==> src/rtl/psmp_pkg.sv <==
`default_nettype none
package psmp_pkg;
    localparam int TABLE_DEPTH = 16;
    localparam int IDX_W = $clog2(TABLE_DEPTH);
    localparam int CNT_W = $clog2(TABLE_DEPTH + 1);

    typedef enum logic [2:0] {
        K_TICK  = 3'd0,
        K_ADD   = 3'd1,
        K_WAIT  = 3'd2,
        K_EVENT = 3'd3,
        K_SHOW  = 3'd4
    } t_kind;

    typedef enum logic [1:0] {
        POL_FCFS = 2'd0,
        POL_SJF  = 2'd1,
        POL_RR   = 2'd2,
        POL_PRIO = 2'd3
    } t_policy;

    localparam logic REG_POLICY  = 1'b0;
    localparam logic REG_QUANTUM = 1'b1;

    typedef struct packed {
        logic [7:0]  prio;
        logic [15:0] rtime;
        logic [7:0]  id;
    } t_entry;

    typedef struct packed {
        logic [2:0]  kind;
        logic [7:0]  proc_id;
        logic [15:0] run_time;
        logic [7:0]  priority_req;
        logic        then_tick;
    } t_in;

    typedef struct packed {
        logic        running_valid;
        logic [7:0]  running_id;
        logic [15:0] remaining_time;
    } t_out;
endpackage
`default_nettype wire

==> src/rtl/process_scheduler_multi_policy_core.sv <==
// multi-policy process scheduler: one running process, an arrival-ordered ready
// queue and a waiting set of TABLE_DEPTH entries each. an input transfer is
// taken only while the sequencer is idle. an add without tick is written in
// the accepting cycle and a show passes through the show state, then waits for
// its result transfer; wait and event scan the waiting set one slot a cycle
// and then run a tick. a tick scans the ready queue one entry a cycle through
// a single shared compare unit (fcfs and round robin take the head without a
// scan), then decides; removing the chosen entry shifts the queue one slot a
// cycle and an optional push follows.
// a show result waits in an output register; the next transfer is taken
// once that result has been transferred. configuration writes are taken only
// while the sequencer is idle. no clearing pass after reset.
`default_nettype none
module process_scheduler_multi_policy_core (
    input  wire              i_clk,
    input  wire              i_rst_n,
    input  wire              i_valid,
    output logic             o_ready,
    input  psmp_pkg::t_in    i_data,
    output logic             o_valid,
    input  wire              i_ready,
    output psmp_pkg::t_out   o_data,
    input  wire              i_cfg_valid,
    output logic             o_cfg_ready,
    input  wire  [0:0]       i_cfg_index,
    input  wire  [15:0]      i_cfg_data
);
    import psmp_pkg::*;

    typedef enum logic [7:0] {
        S_IDLE  = 8'b0000_0001,
        S_WSCAN = 8'b0000_0010, // wait: find free waiting slot
        S_ESCAN = 8'b0000_0100, // event: find matching waiting slot
        S_TSCAN = 8'b0000_1000, // tick: min/max search over ready queue
        S_TDEC  = 8'b0001_0000, // tick: decide
        S_SHIFT = 8'b0010_0000, // remove entry, close gap
        S_PUSH  = 8'b0100_0000, // optional push of old running entry
        S_SHOW  = 8'b1000_0000
    } t_state;

    t_state r_state;
    t_entry r_ready [TABLE_DEPTH];
    t_entry r_wait  [TABLE_DEPTH];
    logic [TABLE_DEPTH-1:0] r_wvalid;
    logic [CNT_W-1:0] r_rcount;
    logic        r_run_valid;
    t_entry      r_run;
    logic [15:0] r_slice;
    t_policy     r_policy;
    logic [15:0] r_quantum;
    logic [CNT_W-1:0] r_idx;   // scan / shift pointer
    logic [IDX_W-1:0] r_best;
    t_entry      r_best_e;
    t_entry      r_old;        // entry to push after removal
    logic        r_push;
    t_in         r_in;
    logic        r_oval;
    t_out        r_out;

    wire [IDX_W-1:0] w_idx = r_idx[IDX_W-1:0];
    wire t_entry w_cur = r_ready[w_idx];
    wire w_full = (r_rcount == CNT_W'(TABLE_DEPTH));
    wire w_has = (r_rcount != '0);
    // shared compare unit for the queue search
    wire w_better = (r_policy == POL_SJF) ? (w_cur.rtime < r_best_e.rtime)
                                          : (w_cur.prio > r_best_e.prio);
    wire t_entry w_dec = '{prio: r_run.prio, rtime: r_run.rtime - 16'd1, id: r_run.id};

    assign o_ready     = (r_state == S_IDLE) && !r_oval;
    assign o_cfg_ready = (r_state == S_IDLE);
    assign o_valid     = r_oval;
    assign o_data      = r_out;

    always_ff @(posedge i_clk) begin
        if (!i_rst_n) begin
            r_state <= S_IDLE;
            r_wvalid <= '0;
            r_rcount <= '0;
            r_run_valid <= 1'b0;
            r_slice <= '0;
            r_policy <= POL_FCFS;
            r_quantum <= 16'd4;
            r_oval <= 1'b0;
            r_push <= 1'b0;
            r_idx <= '0;
        end else begin
            if (i_cfg_valid && o_cfg_ready) begin
                unique case (i_cfg_index[0])
                    REG_POLICY:  r_policy  <= t_policy'(i_cfg_data[1:0]);
                    REG_QUANTUM: r_quantum <= i_cfg_data;
                endcase
            end
            if (r_oval && i_ready) r_oval <= 1'b0;
            unique case (r_state)
                S_IDLE: begin
                    if (i_valid && o_ready) begin
                        r_in <= i_data;
                        r_idx <= '0;
                        unique case (i_data.kind)
                            K_TICK: r_state <= S_TSCAN;
                            K_ADD: begin
                                if (i_data.run_time != 16'd0 && !w_full) begin
                                    r_ready[r_rcount[IDX_W-1:0]] <= '{prio: i_data.priority_req,
                                        rtime: i_data.run_time, id: i_data.proc_id};
                                    r_rcount <= r_rcount + CNT_W'(1);
                                end
                                if (i_data.then_tick) r_state <= S_TSCAN;
                            end
                            K_WAIT:  r_state <= r_run_valid ? S_WSCAN : S_TSCAN;
                            K_EVENT: r_state <= S_ESCAN;
                            K_SHOW:  r_state <= S_SHOW;
                            default: r_state <= S_IDLE;
                        endcase
                    end
                end
                S_SHOW: begin
                    r_oval <= 1'b1;
                    r_out.running_valid  <= r_run_valid;
                    r_out.running_id     <= r_run_valid ? r_run.id : 8'd0;
                    r_out.remaining_time <= r_run_valid ? r_run.rtime : 16'd0;
                    r_state <= S_IDLE;
                end
                S_WSCAN: begin
                    if (!r_wvalid[w_idx]) begin
                        r_wait[w_idx] <= r_run;
                        r_wvalid[w_idx] <= 1'b1;
                        r_run_valid <= 1'b0;
                        r_idx <= '0;
                        r_state <= S_TSCAN;
                    end else if (r_idx == CNT_W'(TABLE_DEPTH - 1)) begin
                        r_idx <= '0;
                        r_state <= S_TSCAN;
                    end else r_idx <= r_idx + CNT_W'(1);
                end
                S_ESCAN: begin
                    if (r_wvalid[w_idx] && r_wait[w_idx].id == r_in.proc_id) begin
                        if (!w_full) begin
                            r_ready[r_rcount[IDX_W-1:0]] <= r_wait[w_idx];
                            r_rcount <= r_rcount + CNT_W'(1);
                            r_wvalid[w_idx] <= 1'b0;
                        end
                        r_idx <= '0;
                        r_state <= S_TSCAN;
                    end else if (r_idx == CNT_W'(TABLE_DEPTH - 1)) begin
                        r_idx <= '0;
                        r_state <= S_TSCAN;
                    end else r_idx <= r_idx + CNT_W'(1);
                end
                S_TSCAN: begin
                    // fcfs and rr always pick the head
                    if (r_idx == '0) begin
                        r_best <= '0;
                        r_best_e <= r_ready[0];
                        if ((r_policy == POL_SJF || r_policy == POL_PRIO)
                            && r_rcount > CNT_W'(1)) begin
                            r_idx <= CNT_W'(1);
                        end else begin
                            r_state <= S_TDEC;
                        end
                    end else begin
                        if (w_better) begin
                            r_best <= w_idx;
                            r_best_e <= w_cur;
                        end
                        if (r_idx + CNT_W'(1) >= r_rcount) r_state <= S_TDEC;
                        else r_idx <= r_idx + CNT_W'(1);
                    end
                end
                S_TDEC: begin
                    logic        v_cnt;
                    t_entry      v_e;
                    logic [15:0] v_sl;
                    t_entry      v_run;
                    t_entry      v_old;
                    logic        v_run_valid;
                    logic        v_push;
                    logic        v_take;
                    logic [15:0] v_slice;
                    // priority mode counts down only inside the slice
                    v_cnt = r_slice < r_quantum;
                    v_e = v_cnt ? w_dec : r_run;
                    v_sl = v_cnt ? r_slice + 16'd1 : r_slice;
                    v_run = r_run;
                    v_run_valid = r_run_valid;
                    v_slice = r_slice;
                    v_old = w_dec;
                    v_push = 1'b0;
                    v_take = 1'b0;
                    unique case (r_policy)
                        POL_FCFS, POL_SJF: begin
                            if (r_run_valid && w_dec.rtime != 16'd0) v_run = w_dec;
                            else begin
                                v_run_valid = 1'b0;
                                v_take = w_has;
                            end
                        end
                        POL_RR: begin
                            if (!r_run_valid) begin
                                v_take = w_has;
                                if (w_has) v_slice = '0;
                            end else if (w_dec.rtime == 16'd0) begin
                                v_slice = '0;
                                v_run_valid = 1'b0;
                                v_take = w_has;
                            end else if (r_slice + 16'd1 == r_quantum) begin
                                // rotate to the back, or keep running if alone
                                v_slice = '0;
                                v_run = w_dec;
                                v_old = w_dec;
                                v_push = w_has;
                                v_take = w_has;
                            end else begin
                                v_run = w_dec;
                                v_slice = r_slice + 16'd1;
                            end
                        end
                        POL_PRIO: begin
                            if (!r_run_valid) begin
                                v_take = w_has;
                                if (w_has) v_slice = '0;
                            end else if (w_has && r_run.prio < r_best_e.prio) begin
                                // preemption: old entry loses one tick
                                v_old = w_dec;
                                v_push = (w_dec.rtime != 16'd0);
                                v_take = 1'b1;
                                v_slice = '0;
                            end else if (v_e.rtime == 16'd0) begin
                                v_slice = '0;
                                v_run_valid = 1'b0;
                                v_run = v_e;
                                v_take = w_has;
                            end else if (v_sl == r_quantum) begin
                                // slice end rotates only against an equal peer
                                v_slice = '0;
                                v_run = v_e;
                                v_old = v_e;
                                v_push = w_has && (v_e.prio == r_best_e.prio);
                                v_take = v_push;
                            end else begin
                                v_run = v_e;
                                v_slice = v_sl;
                            end
                        end
                    endcase
                    if (v_take) begin
                        v_run = r_best_e;
                        v_run_valid = 1'b1;
                    end
                    r_run <= v_run;
                    r_run_valid <= v_run_valid;
                    r_slice <= v_slice;
                    r_old <= v_old;
                    r_push <= v_push;
                    r_idx <= {1'b0, r_best};
                    r_state <= v_take ? S_SHIFT : S_IDLE;
                end
                S_SHIFT: begin
                    // close the gap one slot a cycle
                    if (r_idx + CNT_W'(1) < r_rcount) begin
                        r_ready[w_idx] <= r_ready[IDX_W'(r_idx + CNT_W'(1))];
                        r_idx <= r_idx + CNT_W'(1);
                    end else begin
                        r_rcount <= r_rcount - CNT_W'(1);
                        r_state <= r_push ? S_PUSH : S_IDLE;
                    end
                end
                S_PUSH: begin
                    if (!w_full) begin
                        r_ready[r_rcount[IDX_W-1:0]] <= r_old;
                        r_rcount <= r_rcount + CNT_W'(1);
                    end
                    r_push <= 1'b0;
                    r_state <= S_IDLE;
                end
                default: r_state <= S_IDLE;
            endcase
        end
    end

`ifndef SYNTH
    a_count_range: assert property (@(posedge i_clk) disable iff (!i_rst_n)
        r_rcount <= CNT_W'(TABLE_DEPTH)) else $error("ready count overflow");
    a_ready_idle: assert property (@(posedge i_clk) disable iff (!i_rst_n)
        o_ready |-> r_state == S_IDLE) else $error("ready while busy");
    a_show_out: assert property (@(posedge i_clk) disable iff (!i_rst_n)
        r_state == S_SHOW |=> r_oval) else $error("show lost");
    a_push_shift: assert property (@(posedge i_clk) disable iff (!i_rst_n)
        r_state == S_PUSH |-> $past(r_state) == S_SHIFT) else $error("bad push");
`endif
endmodule
`default_nettype wire
==> config.mk <==
export PLATFORM = sky130hd
export DESIGN_NAME = process_scheduler_multi_policy_core
export DESIGN_NICKNAME = d
export VERILOG_FILES = /design/src/rtl/psmp_pkg.sv /design/src/rtl/process_scheduler_multi_policy_core.sv
export SDC_FILE = /design/constraint.sdc
export NUM_CORES = 2
export LEC_CHECK = 0
export CORE_ASPECT_RATIO = 1.75
export CORE_UTILIZATION = 45
export DETAILED_ROUTE_END_ITERATION = 16
export DONT_BUFFER_PORTS = 1
export PLACE_DENSITY = 0.7
export SETUP_SLACK_MARGIN = 0.15
export SLEW_MARGIN = 20
export SYNTH_ARGS = -nofsm -noshare
export SYNTH_HDL_FRONTEND = slang
export SYNTH_SLANG_ARGS = --single-unit
==> constraint.sdc <==
create_clock -name i_clk -period 6.5 [get_ports i_clk]
set_input_delay 0.975 -clock i_clk [delete_from_list [all_inputs] [get_ports i_clk]]
set_output_delay 0.975 -clock i_clk [all_outputs]
set_load 0.02 [all_outputs]
==> flow_metrics.tcl <==
set metrics [dict create \
    cts_tree "yes" \
    ioPinCount 86 \
    synth_nets 3300 \
    yosys-top-cells-area "edfxtp_1, mux4_2, dfxtp_1" \
    synth_cell_type_count 75 \
    leakagePower_uw 0.0189 \
    synth_area_mm2 0.0553 \
    post-route-drc-count 0 \
    drv_slew 0 \
    end_kind "flip-flop" \
    drt_first_pass_iters 6 \
    dp_hpwl_um 96800 \
    setup-tns-final_ns 0 \
    hold_viol 0 \
    skew_ns 0.0309 \
    power_density_mw_per_mm2 272 \
    finalNonFillerCells 4899 \
    async_flop_share_pct 0 \
    cts_sinks 1232 \
    fin_nets 3305 \
    htreeDepth 3 \
    relSlewSlack_pct 24.2 \
    cp_max_fo 16 \
    seq_area_mm2 0.0363 \
    ir_worst_vdd_uv 199 \
    finalSetupViolCount 0 \
    area_delta_synth_final_pct 11.0 \
    grt_pass1_wl_um 220000 \
    dp.cells 4702 \
    tightest_slew_ns 1.13 \
    fp.dieH_um 466 \
    crit_required_ns 6.88 \
    initial_core_util_pct 45.5 \
    hold_buffers 0 \
    core_mm2 0.122 \
    clk_latency_ns 0.75 \
    overflow 0 \
    synthDominantCellAreaShare_pct 62.8 \
    fillerInstances 9674 \
    timing.final.crit_period_ns 5.33 \
    clock_path_buffers 3 \
    die_w_um 267 \
    cts_root_buffer "clkbuf_16" \
    drive_above_1_share_pct 24.4 \
    grt_max_degree 53 \
    maxCapViolCount 0 \
    hold_path.class "input port to flip-flop" \
    post_cts_buffers 0 \
    synth_warnings 0 \
    dieArea_mm2 0.124 \
    synthFlopType "edfxtp_1" \
    critPathArrivalTime_ns 5.71 \
    vias_per_cell 6.43 \
    multi_input_area_mm2 0.0183 \
    drt_iter0_drc 3115 \
    ys_seq_area_share_pct 65.6 \
    status "complete, no violations" \
    vias 31500 \
    grt_use_total_pct 24.6 \
    rows 169 \
    syn_area_per_cell_um2 17.4 \
    fmax_mhz 188 \
    postRouteAntennaNets 0 \
    routed_wl_um 151000 \
    grt_pass1_vias 32100 \
    ys_ff_latch 1232 \
    synth_cells 3178 \
    clk_pin_slew_ns 0.07 \
    min_period_over_period_pct 82.0 \
    hold_slack_ns 0.336 \
    grt_setup_unrepaired "false" \
    synth_largest_area_cell "edfxtp_1" \
    place_congestion 0.933 \
    avgRoutedWirePerCell_um 30.8 \
    path_class "flip-flop to flip-flop" \
    ctsResizeCount 0 \
    io_buffers 0 \
    synth-edff-count 1157 \
    start_kind "flip-flop" \
    cts_made_buffers 103 \
    antenna_found_initial 5 \
]
per-layer routing:
| layer | vias to the layer above | GRT usage (%) | part of all wire [%] |
|---|---|---|---|
| met5 | - | 0 | 0.062 |
| met1 | 16500 | 29.2 | 35 |
| met3 | 360 | 4.32 | 7.8 |
| li1 | 13000 | - | - |
| met4 | 10 | 11.6 | 4.9 |
| met2 | 1628 | 43.2 | 52 |
flip-flops by register name (all words and copies together), names as in the netlist, named ones only:
name	cells
r_best	4
r_push	1
r_policy	2
r_run	32
r_run_valid	1
o_valid	1
r_quantum	16
r_ready	512
r_state	8
r_best_e	32
o_data	25
r_slice	16
r_idx	5
r_wait	512
r_in	8
r_old	32
r_rcount	5
area by class of cell:
| cell class | count | area share (%) |
|---|---|---|
| repair buffers | 109 | 1.66 |
| inverters | 67 | 0.410 |
| diodes | 4 | 0.0163 |
| well taps | 1624 | 3.31 |
| flip-flops and latches | 1232 | 59.1 |
| clock inverters | 74 | 1.41 |
| multi-input cells | 1670 | 29.8 |
| clock buffers | 119 | 4.33 |
worst max-delay path, cell delays in order, from the launching register on:
cell and delay [ns]:
dfxtp_4 0.58, buf_4 0.33, mux4_2 0.54, mux4_2 0.54, xnor2_1 0.16, nand3_1 0.15, nor4_4 0.89, nand2_1 0.21
nor2_4 0.43, buf_4 0.25, o31ai_1 0.07, nor2_1 0.79
power by group:
part           internal [uW]  switching, uW
logic                    713            750
registers               8630           42.8
clock network           3580           2980
cells in the final DEF, fill, tap and decap left out, types with 17 or more instances in the layout:
cell,n
mux2i_1,50
xnor2_1,48
nand3_1,132
nand2_1,210
ha_1,63
and2_1,50
nor2b_1,36
o21ai_0,49
nor2_1,74
clkinv_2,17
a211oi_1,33
o22ai_1,18
clkbuf_16,104
a21oi_1,80
nor2_4,34
edfxtp_1,1157
inv_1,66
dfxtp_1,70
mux4_2,459
nor3_1,40
buf_4,93
nand4_1,33
xor2_1,26
a221o_1,17
stage by stage:
| step | total power, uW | utilization (%) | area (um^2) | setup WS (ns) |
|---|---|---|---|---|
| 3_5_place_dp | 10300 | 47.6 | 57900 | 1.25 |
| 2_1_floorplan | 9960 | - | 55300 | 0.424 |
| 6_report | 16700 | 50.5 | 61400 | 1.17 |
| 4_1_cts | 16800 | 50.5 | 61400 | 1.18 |
| 3_3_place_gp | 10300 | 47.6 | 57800 | 1.25 |
| 5_1_grt | 17100 | 50.5 | 61400 | 1.04 |
logic make-up after synthesis:
logic type	share of synthesized area (%)
AO/OA/AOI/OAI	3.85
XOR/XNOR	1.20
adder cells (fa/ha/maj)	1.45
buffers and inverters	2.02
flip-flops	65.6
multiplexers	19.6
AND/OR/NAND/NOR	6.30
path summary, 6_finish.rpt:
path | from | endpoint | slack (ns) | cells after the start
setup reg to reg | flip-flop | r_ready[1][4]$_DFFE_PP_ | 1.17 | 11
hold / removal | i_data[27] | r_in[27]$_DFFE_PP_ | 0.34 | 0
setup / recovery | flip-flop | r_ready[1][4]$_DFFE_PP_ | 1.17 | 11
hold reg to reg | flip-flop | flip-flop | 0.47 | 2
cells in the mapped netlist (7+ instances only):
library cell,number
dfxtp_1,75
or4_1,7
xor2_1,27
nand2b_1,16
clkbuf_1,127
a31oi_1,9
nor4_1,14
o21ai_0,49
o211ai_1,14
a21oi_1,80
and2_1,50
buf_2,22
o31ai_1,14
nand4_1,33
a221o_1,17
nor2b_1,37
or3_1,7
nor3_1,42
inv_1,66
o21a_1,9
ha_1,64
a22oi_1,12
nand3b_1,7
nand3_1,133
nand2_1,210
o22ai_1,18
nor2_1,108
buf_1,50
a211oi_1,33
a21o_1,9
xnor2_1,49
and3_1,15
edfxtp_1,1157
mux2i_1,50
mux4_2,459
(Power assumes the default switching activity.)
